### src/rtl/sce_pkg.sv
package sce_pkg;

	// op codes follow the instruction mode encoding; unused modes decode to OP_NOP
	typedef enum logic [4:0] {
		OP_MOVI,
		OP_MOV,
		OP_ADD,
		OP_SUB,
		OP_MUL,
		OP_AND,
		OP_XOR,
		OP_OR,
		OP_SHR,
		OP_SHL,
		OP_ROR,
		OP_ROL,
		OP_CMP,
		OP_NOT,
		OP_PUSH,
		OP_POP,
		OP_NOP,
		OP_HALT,
		OP_JMP,
		OP_JEQ,
		OP_JLT,
		OP_JGT
	} op_t;

	localparam logic [1:0] ST_OK    = 2'd0;
	localparam logic [1:0] ST_FULL  = 2'd1;
	localparam logic [1:0] ST_EMPTY = 2'd2;
	localparam logic [1:0] ST_HALT  = 2'd3;

	localparam logic [15:0] SHIFT_MAX = 16'd15;

	localparam int QUEUE_DEPTH = 2;
	localparam int QUEUE_AW    = $clog2(QUEUE_DEPTH);
	localparam int QUEUE_CW    = $clog2(QUEUE_DEPTH + 1);

	typedef struct packed {
		logic [4:0]  mode;
		logic [2:0]  dest_index;
		logic [2:0]  src_a_index;
		logic [2:0]  src_b_index;
		logic [15:0] immediate;
	} instr_t;

	typedef struct packed {
		logic [15:0] pc_value;
		logic [15:0] written_value;
		logic        write_done;
		logic [2:0]  written_index;
		logic        zero_flag;
		logic        less_flag;
		logic [5:0]  stack_level;
		logic [1:0]  status;
	} result_t;

	typedef struct packed {
		op_t         op;
		logic        writes_reg;
		logic [2:0]  dest_index;
		logic        dest_ok;
		logic [2:0]  rd0_index;
		logic        rd0_ok;
		logic [2:0]  rd1_index;
		logic        rd1_ok;
		logic        shift_big;
		logic [15:0] immediate;
	} dec_item_t;

endpackage

### src/rtl/small_cpu_execute_unit.sv
// Execute unit for a 16-bit machine with a small register file and a word stack.
// Instruction channel: instr_valid/instr_ready with one instruction per item.
// Result channel: result_valid/result_ready with one result item per instruction,
// in instruction order.
// The front decodes each item into a two-entry queue; the back reads operands from
// the register file RAMs and executes one item per cycle.
// An accepted item passes through the queue, the s1 register and the result register.
// Throughput: one item per cycle; operand RAM reads are launched as the item enters
// s1 and forwarded from the preceding write, the stack top is held in a register.
// When result_ready is low the result register holds, the back stops, and
// instr_ready drops once the queue is full; nothing is lost.
// Reset: registers read as zero, pc and flags clear, stack empty, halt clear.
// After halt every item returns the unchanged state with status halted.
module small_cpu_execute_unit #(
	parameter int REG_COUNT   = 8,
	parameter int STACK_DEPTH = 32
) (
	input  logic             clk,
	input  logic             arst_n,
	input  logic             instr_valid,
	output logic             instr_ready,
	input  sce_pkg::instr_t  instr,
	output logic             result_valid,
	input  logic             result_ready,
	output sce_pkg::result_t result
);

	import sce_pkg::*;

	dec_item_t push_item;
	dec_item_t head;
	logic      q_push;
	logic      q_full;
	logic      q_pop;
	logic      q_empty;

	sce_front #(.REG_COUNT(REG_COUNT)) u_front (
		.instr_valid (instr_valid),
		.instr_ready (instr_ready),
		.instr       (instr),
		.q_full      (q_full),
		.q_push      (q_push),
		.q_item      (push_item)
	);

	sce_fifo u_queue (
		.clk       (clk),
		.arst_n    (arst_n),
		.push      (q_push),
		.push_item (push_item),
		.full      (q_full),
		.pop       (q_pop),
		.empty     (q_empty),
		.head      (head)
	);

	sce_back #(.REG_COUNT(REG_COUNT), .STACK_DEPTH(STACK_DEPTH)) u_back (
		.clk          (clk),
		.arst_n       (arst_n),
		.q_valid      (!q_empty),
		.q_pop        (q_pop),
		.q_item       (head),
		.result_valid (result_valid),
		.result_ready (result_ready),
		.result       (result)
	);

endmodule

### src/rtl/sce_ram.sv
module sce_ram #(
	parameter int WIDTH = 16,
	parameter int DEPTH = 8,
	parameter int AW    = 3
) (
	input  logic             clk,
	input  logic             we,
	input  logic [AW-1:0]    waddr,
	input  logic [WIDTH-1:0] wdata,
	input  logic [AW-1:0]    raddr,
	output logic [WIDTH-1:0] rdata
);

	logic [WIDTH-1:0] mem_q [DEPTH];
	logic [WIDTH-1:0] rdata_q;

	always_ff @(posedge clk) begin
		if (we) begin
			mem_q[waddr] <= wdata;
		end
		rdata_q <= mem_q[raddr];
	end

	assign rdata = rdata_q;

endmodule

### src/rtl/sce_front.sv
module sce_front #(
	parameter int REG_COUNT = 8
) (
	input  logic               instr_valid,
	output logic               instr_ready,
	input  sce_pkg::instr_t    instr,
	input  logic               q_full,
	output logic               q_push,
	output sce_pkg::dec_item_t q_item
);

	import sce_pkg::*;

	op_t op;

	always_comb begin
		op = (instr.mode > 5'(OP_JGT)) ? OP_NOP : op_t'(instr.mode);

		q_item.op         = op;
		q_item.writes_reg = op inside {[OP_MOVI:OP_ROL], OP_NOT, OP_POP};
		q_item.dest_index = instr.dest_index;
		q_item.dest_ok    = int'(instr.dest_index) < REG_COUNT;
		// push reads its source through the first read port
		q_item.rd0_index  = (op == OP_PUSH) ? instr.dest_index : instr.src_a_index;
		q_item.rd0_ok     = int'(q_item.rd0_index) < REG_COUNT;
		q_item.rd1_index  = instr.src_b_index;
		q_item.rd1_ok     = int'(instr.src_b_index) < REG_COUNT;
		q_item.shift_big  = instr.immediate > SHIFT_MAX;
		q_item.immediate  = instr.immediate;
	end

	assign instr_ready = !q_full;
	assign q_push      = instr_valid && !q_full;

endmodule

### src/rtl/sce_fifo.sv
module sce_fifo (
	input  logic               clk,
	input  logic               arst_n,
	input  logic               push,
	input  sce_pkg::dec_item_t push_item,
	output logic               full,
	input  logic               pop,
	output logic               empty,
	output sce_pkg::dec_item_t head
);

	import sce_pkg::*;

	dec_item_t             mem_q [QUEUE_DEPTH];
	logic [QUEUE_AW-1:0]   wr_ptr_q;
	logic [QUEUE_AW-1:0]   rd_ptr_q;
	logic [QUEUE_CW-1:0]   count_q;

	function automatic logic [QUEUE_AW-1:0] ptr_next(input logic [QUEUE_AW-1:0] p);
		ptr_next = (p == QUEUE_AW'(QUEUE_DEPTH - 1)) ? '0 : p + 1'b1;
	endfunction

	assign full  = count_q == QUEUE_CW'(QUEUE_DEPTH);
	assign empty = count_q == '0;
	assign head  = mem_q[rd_ptr_q];

	always_ff @(posedge clk) begin
		if (push) begin
			mem_q[wr_ptr_q] <= push_item;
		end
	end

	always_ff @(posedge clk or negedge arst_n) begin
		if (!arst_n) begin
			wr_ptr_q <= '0;
			rd_ptr_q <= '0;
			count_q  <= '0;
		end else begin
			if (push) begin
				wr_ptr_q <= ptr_next(wr_ptr_q);
			end
			if (pop) begin
				rd_ptr_q <= ptr_next(rd_ptr_q);
			end
			if (push && !pop) begin
				count_q <= count_q + 1'b1;
			end else if (pop && !push) begin
				count_q <= count_q - 1'b1;
			end
		end
	end

	assert property (@(posedge clk) disable iff (!arst_n) pop |-> !empty)
		else $error("queue popped while empty");
	assert property (@(posedge clk) disable iff (!arst_n) push |-> !full)
		else $error("queue pushed while full");
	assert property (@(posedge clk) disable iff (!arst_n)
		count_q <= QUEUE_CW'(QUEUE_DEPTH))
		else $error("queue count out of range");

endmodule

### src/rtl/sce_back.sv
module sce_back #(
	parameter int REG_COUNT   = 8,
	parameter int STACK_DEPTH = 32
) (
	input  logic               clk,
	input  logic               arst_n,
	input  logic               q_valid,
	output logic               q_pop,
	input  sce_pkg::dec_item_t q_item,
	output logic               result_valid,
	input  logic               result_ready,
	output sce_pkg::result_t   result
);

	import sce_pkg::*;

	localparam int RAW = $clog2(REG_COUNT);
	localparam int SAW = $clog2(STACK_DEPTH);
	localparam logic [5:0] SP_EMPTY = 6'(STACK_DEPTH);

	dec_item_t            item_s1;
	logic                 valid_s1;
	logic                 exec_fire;
	logic                 load_s1;

	logic [RAW-1:0]       raddr0;
	logic [RAW-1:0]       raddr1;
	logic [RAW-1:0]       rf_waddr;
	logic                 rf_we;
	logic [15:0]          rf_wdata;
	logic [15:0]          rdata0;
	logic [15:0]          rdata1;
	logic [REG_COUNT-1:0] rf_valid_q;
	logic                 rvld0_q;
	logic                 rvld1_q;
	logic                 rhit0_q;
	logic                 rhit1_q;
	logic [15:0]          rfwd_q;

	logic                 st_we;
	logic [SAW-1:0]       st_waddr;
	logic [SAW-1:0]       st_raddr;
	logic [15:0]          st_rdata;
	logic                 st_hit_q;
	logic [15:0]          st_fwd_q;
	logic [5:0]           sp_d;
	logic [6:0]           sp_plus;
	logic [15:0]          second;

	logic [15:0]          pc_q;
	logic                 zf_q;
	logic                 lf_q;
	logic [5:0]           sp_q;
	logic [15:0]          tos_q;
	logic                 halted_q;

	logic [15:0]          pc_n;
	logic                 zf_n;
	logic                 lf_n;
	logic [5:0]           sp_n;
	logic [15:0]          tos_n;
	logic                 halted_n;
	logic [15:0]          res;
	logic                 wr;
	logic                 wr_eff;
	logic [1:0]           status;
	logic                 push_ok;
	logic [15:0]          a_val;
	logic [15:0]          b_val;
	logic [31:0]          prod;

	logic                 result_valid_q;
	result_t              result_q;

	assign exec_fire = valid_s1 && (!result_valid_q || result_ready);
	assign load_s1   = q_valid && (!valid_s1 || exec_fire);
	assign q_pop     = load_s1;

	// operand read is launched as the item enters s1 and re-issued while it waits
	assign raddr0 = load_s1 ? RAW'(q_item.rd0_index) : RAW'(item_s1.rd0_index);
	assign raddr1 = load_s1 ? RAW'(q_item.rd1_index) : RAW'(item_s1.rd1_index);

	sce_ram #(.WIDTH(16), .DEPTH(REG_COUNT), .AW(RAW)) u_rf0 (
		.clk   (clk),
		.we    (rf_we),
		.waddr (rf_waddr),
		.wdata (rf_wdata),
		.raddr (raddr0),
		.rdata (rdata0)
	);

	sce_ram #(.WIDTH(16), .DEPTH(REG_COUNT), .AW(RAW)) u_rf1 (
		.clk   (clk),
		.we    (rf_we),
		.waddr (rf_waddr),
		.wdata (rf_wdata),
		.raddr (raddr1),
		.rdata (rdata1)
	);

	// top of stack lives in tos_q, the RAM holds the entries below it
	assign sp_d     = exec_fire ? sp_n : sp_q;
	assign sp_plus  = {1'b0, sp_d} + 7'd1;
	assign st_raddr = (sp_plus < 7'(STACK_DEPTH)) ? SAW'(sp_plus) : '0;
	assign st_waddr = SAW'(sp_q);

	sce_ram #(.WIDTH(16), .DEPTH(STACK_DEPTH), .AW(SAW)) u_stack (
		.clk   (clk),
		.we    (st_we),
		.waddr (st_waddr),
		.wdata (tos_q),
		.raddr (st_raddr),
		.rdata (st_rdata)
	);

	assign second = st_hit_q ? st_fwd_q : st_rdata;

	assign a_val = !item_s1.rd0_ok ? 16'd0 : rhit0_q ? rfwd_q : rvld0_q ? rdata0 : 16'd0;
	assign b_val = !item_s1.rd1_ok ? 16'd0 : rhit1_q ? rfwd_q : rvld1_q ? rdata1 : 16'd0;
	assign prod  = a_val * b_val;

	always_comb begin
		pc_n     = pc_q;
		zf_n     = zf_q;
		lf_n     = lf_q;
		sp_n     = sp_q;
		tos_n    = tos_q;
		halted_n = halted_q;
		res      = '0;
		wr       = 1'b0;
		status   = ST_OK;
		push_ok  = 1'b0;

		if (halted_q) begin
			status = ST_HALT;
		end else begin
			wr = item_s1.writes_reg;
			case (item_s1.op)
				OP_MOVI: res = item_s1.immediate;
				OP_MOV:  res = a_val;
				OP_ADD:  res = a_val + b_val;
				OP_SUB:  res = a_val - b_val;
				OP_MUL:  res = prod[15:0];
				OP_AND:  res = a_val & b_val;
				OP_XOR:  res = a_val ^ b_val;
				OP_OR:   res = a_val | b_val;
				OP_SHR:  res = item_s1.shift_big ? 16'd0 : a_val >> item_s1.immediate[3:0];
				OP_SHL:  res = item_s1.shift_big ? 16'd0 : a_val << item_s1.immediate[3:0];
				OP_ROR:  res = {a_val[0], a_val[15:1]};
				OP_ROL:  res = {a_val[14:0], a_val[15]};
				OP_NOT:  res = ~a_val;
				OP_CMP: begin
					zf_n = a_val == b_val;
					lf_n = a_val < b_val;
				end
				OP_PUSH: begin
					if (sp_q == '0) begin
						status = ST_FULL;
					end else begin
						push_ok = 1'b1;
						sp_n    = sp_q - 6'd1;
						tos_n   = a_val;
					end
				end
				OP_POP: begin
					if (sp_q >= SP_EMPTY) begin
						status = ST_EMPTY;
						wr     = 1'b0;
					end else begin
						res   = tos_q;
						sp_n  = sp_q + 6'd1;
						tos_n = second;
					end
				end
				OP_HALT: begin
					halted_n = 1'b1;
					status   = ST_HALT;
				end
				OP_JMP: pc_n = pc_q + item_s1.immediate;
				OP_JEQ: begin
					if (zf_q) begin
						pc_n = item_s1.immediate;
					end
				end
				OP_JLT: begin
					if (lf_q && !zf_q) begin
						pc_n = item_s1.immediate;
					end
				end
				OP_JGT: begin
					if (!lf_q && !zf_q) begin
						pc_n = item_s1.immediate;
					end
				end
				default: ;
			endcase
		end

		wr_eff = wr && item_s1.dest_ok;
	end

	assign rf_we    = exec_fire && wr_eff;
	assign rf_waddr = RAW'(item_s1.dest_index);
	assign rf_wdata = res;
	assign st_we    = exec_fire && push_ok && (sp_q < SP_EMPTY);

	always_ff @(posedge clk) begin
		if (load_s1) begin
			item_s1 <= q_item;
		end
		rfwd_q   <= rf_wdata;
		st_fwd_q <= tos_q;
		if (exec_fire) begin
			tos_q                  <= tos_n;
			result_q.pc_value      <= pc_n;
			result_q.written_value <= wr_eff ? res : 16'd0;
			result_q.write_done    <= wr_eff;
			result_q.written_index <= wr_eff ? item_s1.dest_index : 3'd0;
			result_q.zero_flag     <= zf_n;
			result_q.less_flag     <= lf_n;
			result_q.stack_level   <= sp_n;
			result_q.status        <= status;
		end
	end

	always_ff @(posedge clk or negedge arst_n) begin
		if (!arst_n) begin
			valid_s1       <= 1'b0;
			rf_valid_q     <= '0;
			rvld0_q        <= 1'b0;
			rvld1_q        <= 1'b0;
			rhit0_q        <= 1'b0;
			rhit1_q        <= 1'b0;
			st_hit_q       <= 1'b0;
			pc_q           <= '0;
			zf_q           <= 1'b0;
			lf_q           <= 1'b0;
			sp_q           <= SP_EMPTY;
			halted_q       <= 1'b0;
			result_valid_q <= 1'b0;
		end else begin
			if (load_s1) begin
				valid_s1 <= 1'b1;
			end else if (exec_fire) begin
				valid_s1 <= 1'b0;
			end
			if (rf_we) begin
				rf_valid_q[rf_waddr] <= 1'b1;
			end
			rvld0_q  <= rf_valid_q[raddr0];
			rvld1_q  <= rf_valid_q[raddr1];
			rhit0_q  <= rf_we && (rf_waddr == raddr0);
			rhit1_q  <= rf_we && (rf_waddr == raddr1);
			st_hit_q <= st_we && (st_waddr == st_raddr);
			if (exec_fire) begin
				pc_q     <= pc_n;
				zf_q     <= zf_n;
				lf_q     <= lf_n;
				sp_q     <= sp_n;
				halted_q <= halted_n;
			end
			if (exec_fire) begin
				result_valid_q <= 1'b1;
			end else if (result_ready) begin
				result_valid_q <= 1'b0;
			end
		end
	end

	assign result_valid = result_valid_q;
	assign result       = result_q;

	assert property (@(posedge clk) disable iff (!arst_n) sp_q <= SP_EMPTY)
		else $error("stack pointer beyond empty level");
	assert property (@(posedge clk) disable iff (!arst_n) halted_q |=> halted_q)
		else $error("halt bit cleared without reset");
	assert property (@(posedge clk) disable iff (!arst_n)
		exec_fire && halted_q |=> $stable(pc_q) && $stable(sp_q) && $stable(rf_valid_q))
		else $error("state changed while halted");
	assert property (@(posedge clk) disable iff (!arst_n) rf_we |-> !halted_q)
		else $error("register write while halted");
	assert property (@(posedge clk) disable iff (!arst_n)
		result_valid_q && result_q.status == ST_HALT |-> halted_q)
		else $error("halt status without halt bit");

endmodule

### config.mk
export PLATFORM = sky130hd
export DESIGN_NAME = small_cpu_execute_unit
export DESIGN_NICKNAME = d
export VERILOG_FILES = /design/src/rtl/sce_pkg.sv /design/src/rtl/small_cpu_execute_unit.sv /design/src/rtl/sce_ram.sv /design/src/rtl/sce_front.sv /design/src/rtl/sce_fifo.sv /design/src/rtl/sce_back.sv
export SDC_FILE = /design/constraint.sdc
export NUM_CORES = 2
export LEC_CHECK = 0
export ABC_AREA = 1
export BUFFER_PORTS_ARGS = -buffer_cell sky130_fd_sc_hd__buf_2
export CAP_MARGIN = 25
export CORE_MARGIN = 2
export CORE_UTILIZATION = 65
export CTS_BUF_LIST = sky130_fd_sc_hd__clkbuf_2
export DETAILED_ROUTE_END_ITERATION = 7
export PLACE_DENSITY = 0.82
export SYNTH_ARGS = -nofsm -noshare
export SYNTH_HDL_FRONTEND = slang
export SYNTH_SLANG_ARGS = --single-unit
### constraint.sdc
create_clock -name clk -period 11.67 [get_ports clk]
set_clock_uncertainty 0.1 [all_clocks]
set_input_delay 0.5835 -clock clk [delete_from_list [all_inputs] [get_ports clk]]
set_output_delay 0.5835 -clock clk [all_outputs]
set_load 0.02 [all_outputs]
# Word-level counts from Yosys, hierarchy flattened
# Memory sizes are Yosys's and may differ from the RTL's. A register that Yosys moved wholly into a read port is not among the register bits.
# Cells that the tools add are included.
[classes] add_sub_neg=10 mul=1 magnitude_cmp=12 n_eq_ne=30 shift=2 mux=65 bitwise_logic=6 n_reduce_logical=35
[ops] cell="$mux W16" n=17
[ops] cell="$pmux W16 S14" n=1
[ops] cell="$pmux W16 S4" n=1
[ops] cell="$eq A5 B4 Y1 const B" n=11
[ops] cell="$add A16 B16 Y16" n=2
[ops] cell="$pmux W16 S2" n=1
[ops] cell="$mux W1" n=28
[ops] cell="$eq A5 B5 Y1 const B" n=5
[ops] cell="$mux W6" n=4
[ops] cell="$eq A5 B3 Y1 const B" n=4
[ops] cell="$and A16 B16 Y16" n=1
[ops] cell="$eq A16 B16 Y1" n=1
[ops] cell="$gt A16 B4 Y1 const B" n=1
[ops] cell="$logic_and A1 B1 Y1" n=16
[ops] cell="$lt A16 B16 Y1" n=1
[ops] cell="$mul A16 B16 Y16" n=1
[ops] cell="$not A16 Y16" n=1
[ops] cell="$or A16 B16 Y16" n=1
[ops] cell="$shl A16 B4 Y16" n=1
[ops] cell="$shr A16 B4 Y16" n=1
[ops] cell="$sub A16 B16 Y16" n=1
[ops] cell="$xor A16 B16 Y16" n=1
[ops] cell="$lt A3 B4 Y1 const B" n=3
[ops] cell="$pmux W6 S2" n=1
[ops] cell="35 further kinds" n=56
[totals] regBits=173 ramBits=832 input_bits=34 output_inout_bits=48 word_cells=202 mem_count=4
[mem_list] name="u_back.u_stack.mem_q" depth=32 width=16 rd=1 rd_clocked_by_memory_dff=1 wr=1 line_no="sce_ram.sv:14" rtl="logic [WIDTH-1:0] mem_q [DEPTH];"
[mem_list] name="u_back.u_rf0.mem_q" depth=8 width=16 rd=1 rd_clocked_by_memory_dff=1 wr=1 line_no="sce_ram.sv:14"
[mem_list] name="u_back.u_rf1.mem_q" depth=8 width=16 rd=1 rd_clocked_by_memory_dff=1 wr=1 line_no="sce_ram.sv:14"
[mem_list] name="u_queue.mem_q" depth=2 width=32 rd=1 rd_clocked_by_memory_dff=0 wr=1 line_no="sce_fifo.sv:14" rtl="dec_item_t mem_q [QUEUE_DEPTH];"

# Longest topological paths before layout
[logic_depth] word_depth=10 ltp_mapped=36 depth_no_buf=34

# Hierarchy
# From an unflattened synthesis, not the netlist that was laid out.
[unflattened] cells_unflattened=5418 area_unflattened_um2=53033.4
[by_module_without_submodules] module="sce_ram at u_back.u_stack" n_inst=1 cells_each=1794 area_each_um2=21301.7 seq_area_each_um2=15695.1
[by_module_without_submodules] module="sce_back" n_inst=1 cells_each=2245 area_each_um2=16494.6 seq_area_each_um2=4555.6
[by_module_without_submodules] module="sce_ram at u_back.u_rf0 ..." n_inst=2 cells_each=587 area_each_um2=5989.5 seq_area_each_um2=4164.0
[by_module_without_submodules] module="sce_fifo" n_inst=1 cells_each=134 area_each_um2=2882.8 seq_area_each_um2=2202.1
[by_module_without_submodules] module="sce_front" n_inst=1 cells_each=70 area_each_um2=371.6 seq_area_each_um2=0.0
[by_module_without_submodules] module="small_cpu_execute_unit" n_inst=1 cells_each=1 area_each_um2=3.8 seq_area_each_um2=0.0

# Least setup slack after synthesis
# OpenSTA, ideal clock, no wires.
[synth_path] kind="reg-to-reg" from="register u_back.rhit1_q" to="memory u_back.u_rf1.mem_q[0][14], data pin" setup_time_ns=0.272 t_arrival_ns=6.008 required_ns=11.298 setup_slack_ns=5.290 path_stages_with_launch=27 n_path_buf=2 period_less_slack_ns=6.380 cell_sequence="dfrtp_1 > buf_2 > buf_2 > a22oi_1 > inv_1 > nand2_1 > fa_1 > fa_1 > fa_1 > fa_1 > inv_1 > fa_1 > inv_1 > fa_1 > inv_1 > ha_1 > inv_1 > nor4_1 > nand3_1 > nand4_1 > nand2_1 > nand2_1 > a21oi_1 > o21ai_0 > nand4_1 > nand2_1 > inv_1"
[synth_via] elab_chain_cells=5 elab_cells_between_ends=10 classes_between="add/sub (2); mul (1); mux (4); bitwise (3)"
[synth_rtl] element="start: declaration" line_no="sce_back.sv:37" rtl="logic rhit1_q;"
[synth_rtl] element="start signal: assignment" line_no="sce_back.sv:253" rtl="rhit1_q <= rf_we && (rf_waddr == raddr1);"
[synth_rtl] element="$mux W16 * (2 in series)" line_no="sce_back.sv:119" rtl="assign b_val = !item_s1.rd1_ok ? 16'd0 : rhit1_q ? rfwd_q : rvld1_q ? rdata1 : 16'd0;"
[synth_rtl] element="$mul A16 B16 Y16, or another cell as far along" line_no="sce_back.sv:120" rtl="assign prod = a_val * b_val;"
[synth_rtl] element="$pmux W16 S14 *" line_no="sce_back.sv:138" rtl="case (item_s1.op)"
[synth_rtl] element="$mux W16 *" line_no="sce_back.sv:134" rtl="if (halted_q) begin"
[synth_rtl] element="via u_back.res[14]" line_no="sce_back.sv:63" rtl="logic [15:0] res;"
[synth_rtl] element="end: declaration" line_no="sce_ram.sv:14"
# The timed path passes the listed nets; every way through them passes the cells marked *.

# Worst setup path after layout
[layout_path] from="register u_back.rhit0_q" to="memory u_back.u_rf1.mem_q[2][14], in the netlist u_back.u_rf1.mem_q[1][14], data pin"
[layout_via] elab_chain_cells=6 elab_cells_between_ends=15 classes_between="add/sub (2); mul (1); shift (2); mux (6); bitwise (4)"
[layout_rtl] element="start: declaration" line_no="sce_back.sv:36" rtl="logic rhit0_q;"
[layout_rtl] element="start signal: assignment" line_no="sce_back.sv:252" rtl="rhit0_q <= rf_we && (rf_waddr == raddr0);"
[layout_rtl] element="$mux W16 * (2 in series)" line_no="sce_back.sv:118" rtl="assign a_val = !item_s1.rd0_ok ? 16'd0 : rhit0_q ? rfwd_q : rvld0_q ? rdata0 : 16'd0;"
[layout_rtl] element="branches (longest 2 deep; another with $mul A16 B16 Y16)"
[layout_rtl] element="$pmux W16 S14 *" line_no="sce_back.sv:138"
[layout_rtl] element="$mux W16 *" line_no="sce_back.sv:134"
[layout_rtl] element="via u_back.res[14]" line_no="sce_back.sv:63"
# Mark *: on every way through the listed nets, which the timed path passes.

==> impl_metrics.py <==
metrics = {
    "sta": {
        "final-setup-viol-count": 0,
        "hold_viol_final": 0,
        "slew_violations": 0,
        "finalCriticalPeriod_ns": 7.80,
        "fin_setup_tns_ns": 0,
        "tightest_slew_ns": 1.12,
        "max_freq_ghz": 0.128,
        "rsz0062_at_grt": "false",
        "fin_crit_sh_pct": 66.8,
        "relSlewSlack_pct": 25.3,
    },
    "global_route": {
        "grt_pass1_vias": 38000,
        "antenna_found_initial": 2,
        "grtUsageMet1_pct": 51.0,
        "grt_use_total_pct": 39.1,
        "top_usage_layer": "met2",
        "use_met2_pct": 61.8,
        "met3_usage_pct": 7.56,
        "grt_pass1_wl_um": 223000,
        "grt_max_degree": 176,
        "overflow": 0,
    },
    "critical_path": {
        "cp-start-kind": "register",
        "worstPathMaxFanout": 17,
        "crit_path_end_kind": "register",
        "critPathCapture": "u_back.u_rf1.mem_q[1][14]$_DFFE_PP_",
        "worst-setup-path-type": "reg2reg",
        "cp_data_required_time_ns": 12.77,
        "r2r_slack_ns": 3.87,
        "reg2reg_to": "u_back.u_rf1.mem_q[1][14]$_DFFE_PP_",
        "cp.arrival_ns": 8.90,
        "ff2ff_path_depth": 27,
        "r2r_start": "u_back.rhit0_q$_DFF_PN0_",
        "startpoint": "u_back.rhit0_q$_DFF_PN0_",
    },
    "clocking": {
        "cts-htree-levels": 4,
        "clk-insertion-delay-late_ns": 1.52,
        "cts-resized-gates": 0,
        "clk_pin_slew_worst_paths_ns": 0.12,
        "cts_tree": "built",
        "hold_buffers": 71,
        "root_buffer": "clkbuf_2",
        "cts.sinks": 922,
        "cts.path.max_buffers": 3,
        "cts_buffers": 213,
        "post-cts-setup-buffers": 0,
    },
    "run_status": {
        "outcome": "completed",
    },
    "floorplan": {
        "dieArea_um2": 76000,
        "initial_core_util_pct": 65.7,
        "dieWidth_um": 276,
        "dieHeight_um": 276,
        "rows": 99,
        "ios": 82,
        "core_region_area_um2": 73100,
    },
    "power": {
        "p_leak_nw": 21.7,
        "ir_drop_uv": 346,
        "p_per_area_nw_per_um2": 206,
    },
    "yosys": {
        "ys_types": 67,
        "synth_top_area_share_pct": 49.9,
        "ys_ff_latch": 922,
        "synth_area_leaders": "edfxtp_1 (50%), nand2_1 (11%), nand3_1 (5.7%)",
        "synth.avg_cell_area_um2": 9.54,
        "syn_inst": 5030,
        "synth-warning-count": 0,
        "netlist_area_um2": 48000,
        "synth_edf_count": 798,
        "yosysTopAreaCell": "edfxtp_1",
        "ys_seq_area_share_pct": 55.6,
        "synthArstFlopShare_pct": 4.77,
        "synth_ff_type": "edfxtp_1",
    },
    "routing": {
        "routedWlPerCell_um": 23.4,
        "dr.pass1.iters": 6,
        "wirelength_um": 149000,
        "vias": 39700,
        "drc": 0,
        "viasPerCell": 6.24,
        "detail-route-antenna-nets": 0,
        "drt_iter0_drc": 5666,
    },
    "placed_design": {
        "gp_routability_congestion": 1.06,
        "dp_cells": 5896,
        "portBuffers": 81,
        "dp_hpwl_um": 93700,
    },
    "finish": {
        "layout-area-overhead-vs-synth_pct": 8.25,
        "fin_cells": 6357,
        "layout.nets": 5463,
        "drive_gt1_share_pct": 11.1,
        "fin_util_pct": 71.1,
    },
    "job": {
        "maxCapViolCount": 0,
    },
    "worst_hold_path": {
        "min_path_type": "in2async",
    },
}
synthesized netlist by cell type (34+ instances only):
library cell,count
nor2_1,242
o21ai_0,256
buf_2,112
edfxtp_1,798
o211ai_1,66
dfrtp_1,43
nand2_1,1398
a21oi_1,205
dfxtp_1,80
nand4_1,147
fa_1,82
o32a_1,34
nand3_1,546
clkbuf_1,129
ha_1,120
inv_1,427
worst min-delay path by stage:
| stage | start | endpoint | slack (ns) | cells past startpoint |
|---|---|---|---|---|
| 5_1_grt | arst_n | u_back.rhit1_q$_DFF_PN0_ | 0.25 | 4 |
| 6_report | arst_n | u_back.rf_valid_q[7]$_DFFE_PN0P_ | 0.23 | 4 |
| 3_3_place_gp | u_back.rf_valid_q[0]$_DFFE_PN0P_ | u_back.rf_valid_q[0]$_DFFE_PN0P_ | 0.35 | 2 |
| 2_1_floorplan | arst_n | u_back.halted_q$_DFFE_PN0P_ | 0.19 | 0 |
| 4_1_cts | instr[27] | u_queue.mem_q[0][29]$_DFFE_PP_ | 0.03 | 7 |
| 3_5_place_dp | u_back.rf_valid_q[4]$_DFFE_PN0P_ | u_back.rf_valid_q[4]$_DFFE_PN0P_ | 0.36 | 2 |
kinds of logic (layout without fill, tap and decap cells):
logic type,count (synthesis),in the layout,share of synthesized area (%)
compound gates,717,717,9.02
xor+xnor,32,32,0.600
fa+ha+maj,202,202,6.55
buf+inv,741,1090,6.55
flops,922,922,55.6
mux,5,5,0.112
other cells,1,20,0.00781
simple gates,2410,2410,21.6
worst max-delay path: stages, from the launching register on:
cell      delay, ns
dfrtp_1        0.61
nor2_4         0.42
nand2_1        0.09
nand2_1        0.41
clkinv_1       0.42
nor2_1         0.22
fa_1           0.42
inv_1          0.09
fa_1           0.44
fa_1           0.49
fa_1           0.54
inv_1          0.05
fa_1           0.48
inv_1          0.05
fa_1           0.47
inv_1          0.04
ha_1           0.34
inv_1          0.08
nor4_1         0.37
nand3_1        0.12
nand4_1        0.13
nand2_1        0.06
nand2_1        0.05
a21oi_1        0.06
o21ai_0        0.50
nand4_1        0.16
nand2_1        0.14
inv_1          0.15
cell type report:
class                   count  area (um^2)
diodes                      4         10.0
clock buffers             298         1490
clock inverters            84          497
fillers                  5358        21100
inverters                 447         1690
multi-input cells        3382        18400
flip-flops and latches    922        26700
well taps                 959         1200
repair buffers            261         2020
flip-flops by register name, indices dropped and copies added, names as in the netlist, 29 cells and up:
signal	cells
u_back.u_stack.mem_q	512
u_back.u_rf1.mem_q	128
u_queue.mem_q	64
u_back.result	46
u_back.item_s1	29
power by group:
group          switching (mW)  internal (mW)  leakage, nW
sequential              0.199           3.88         8.84
clock                    1.32          0.783         1.47
combinational            3.16           1.33         11.4
total                    4.68           6.00         21.7
per-layer routing:
| metal | share of wire, % | wire length (um) |
|---|---|---|
| met1 | 37 | 55200 |
| met2 | 46 | 69100 |
| met3 | 11 | 15800 |
| met4 | 6.0 | 8890 |
| met5 | 0 | 0 |
layout by cell type, fill, tap and decap left out, types with 12 or more instances in the layout:
master         synthesis  routed
a21oi_1              205     205
a221oi_1              22      22
a22oi_1               20      20
buf_2                112      81
buf_4                 24     102
clkbuf_2               0     298
clkinv_1              10      67
clkinv_2               2      15
conb_1                 1      16
dfrtp_1               43      43
dfxtp_1               80      80
dlygate4sd3_1          0      71
edfxtp_1             798     798
fa_1                  82      82
ha_1                 120     119
inv_1                427     424
nand2_1             1398    1396
nand3_1              546     546
nand4_1              147     147
nor2_1               242     234
nor2_2                 4      12
o211ai_1              66      66
o21ai_0              256     253
o22ai_1               29      29
o32a_1                34      34
or2_2                 12      12
xor2_1                22      22
stage by stage:
| step | total power [mW] | area [um^2] | setup slack (ns) | hold slack, ns |
|---|---|---|---|---|
| 3_3_place_gp | 8.33 | 49100 | 4.07 | 0.351 |
| 5_1_grt | 11.2 | 51900 | 3.47 | 0.253 |
| 2_1_floorplan | 6.98 | 48100 | 5.29 | 0.188 |
| 3_5_place_dp | 8.40 | 49200 | 3.96 | 0.365 |
| 6_report | 10.7 | 52000 | 3.87 | 0.230 |
| 4_1_cts | 10.5 | 51900 | 3.96 | 0.0329 |
(Power assumes the default switching activity.)
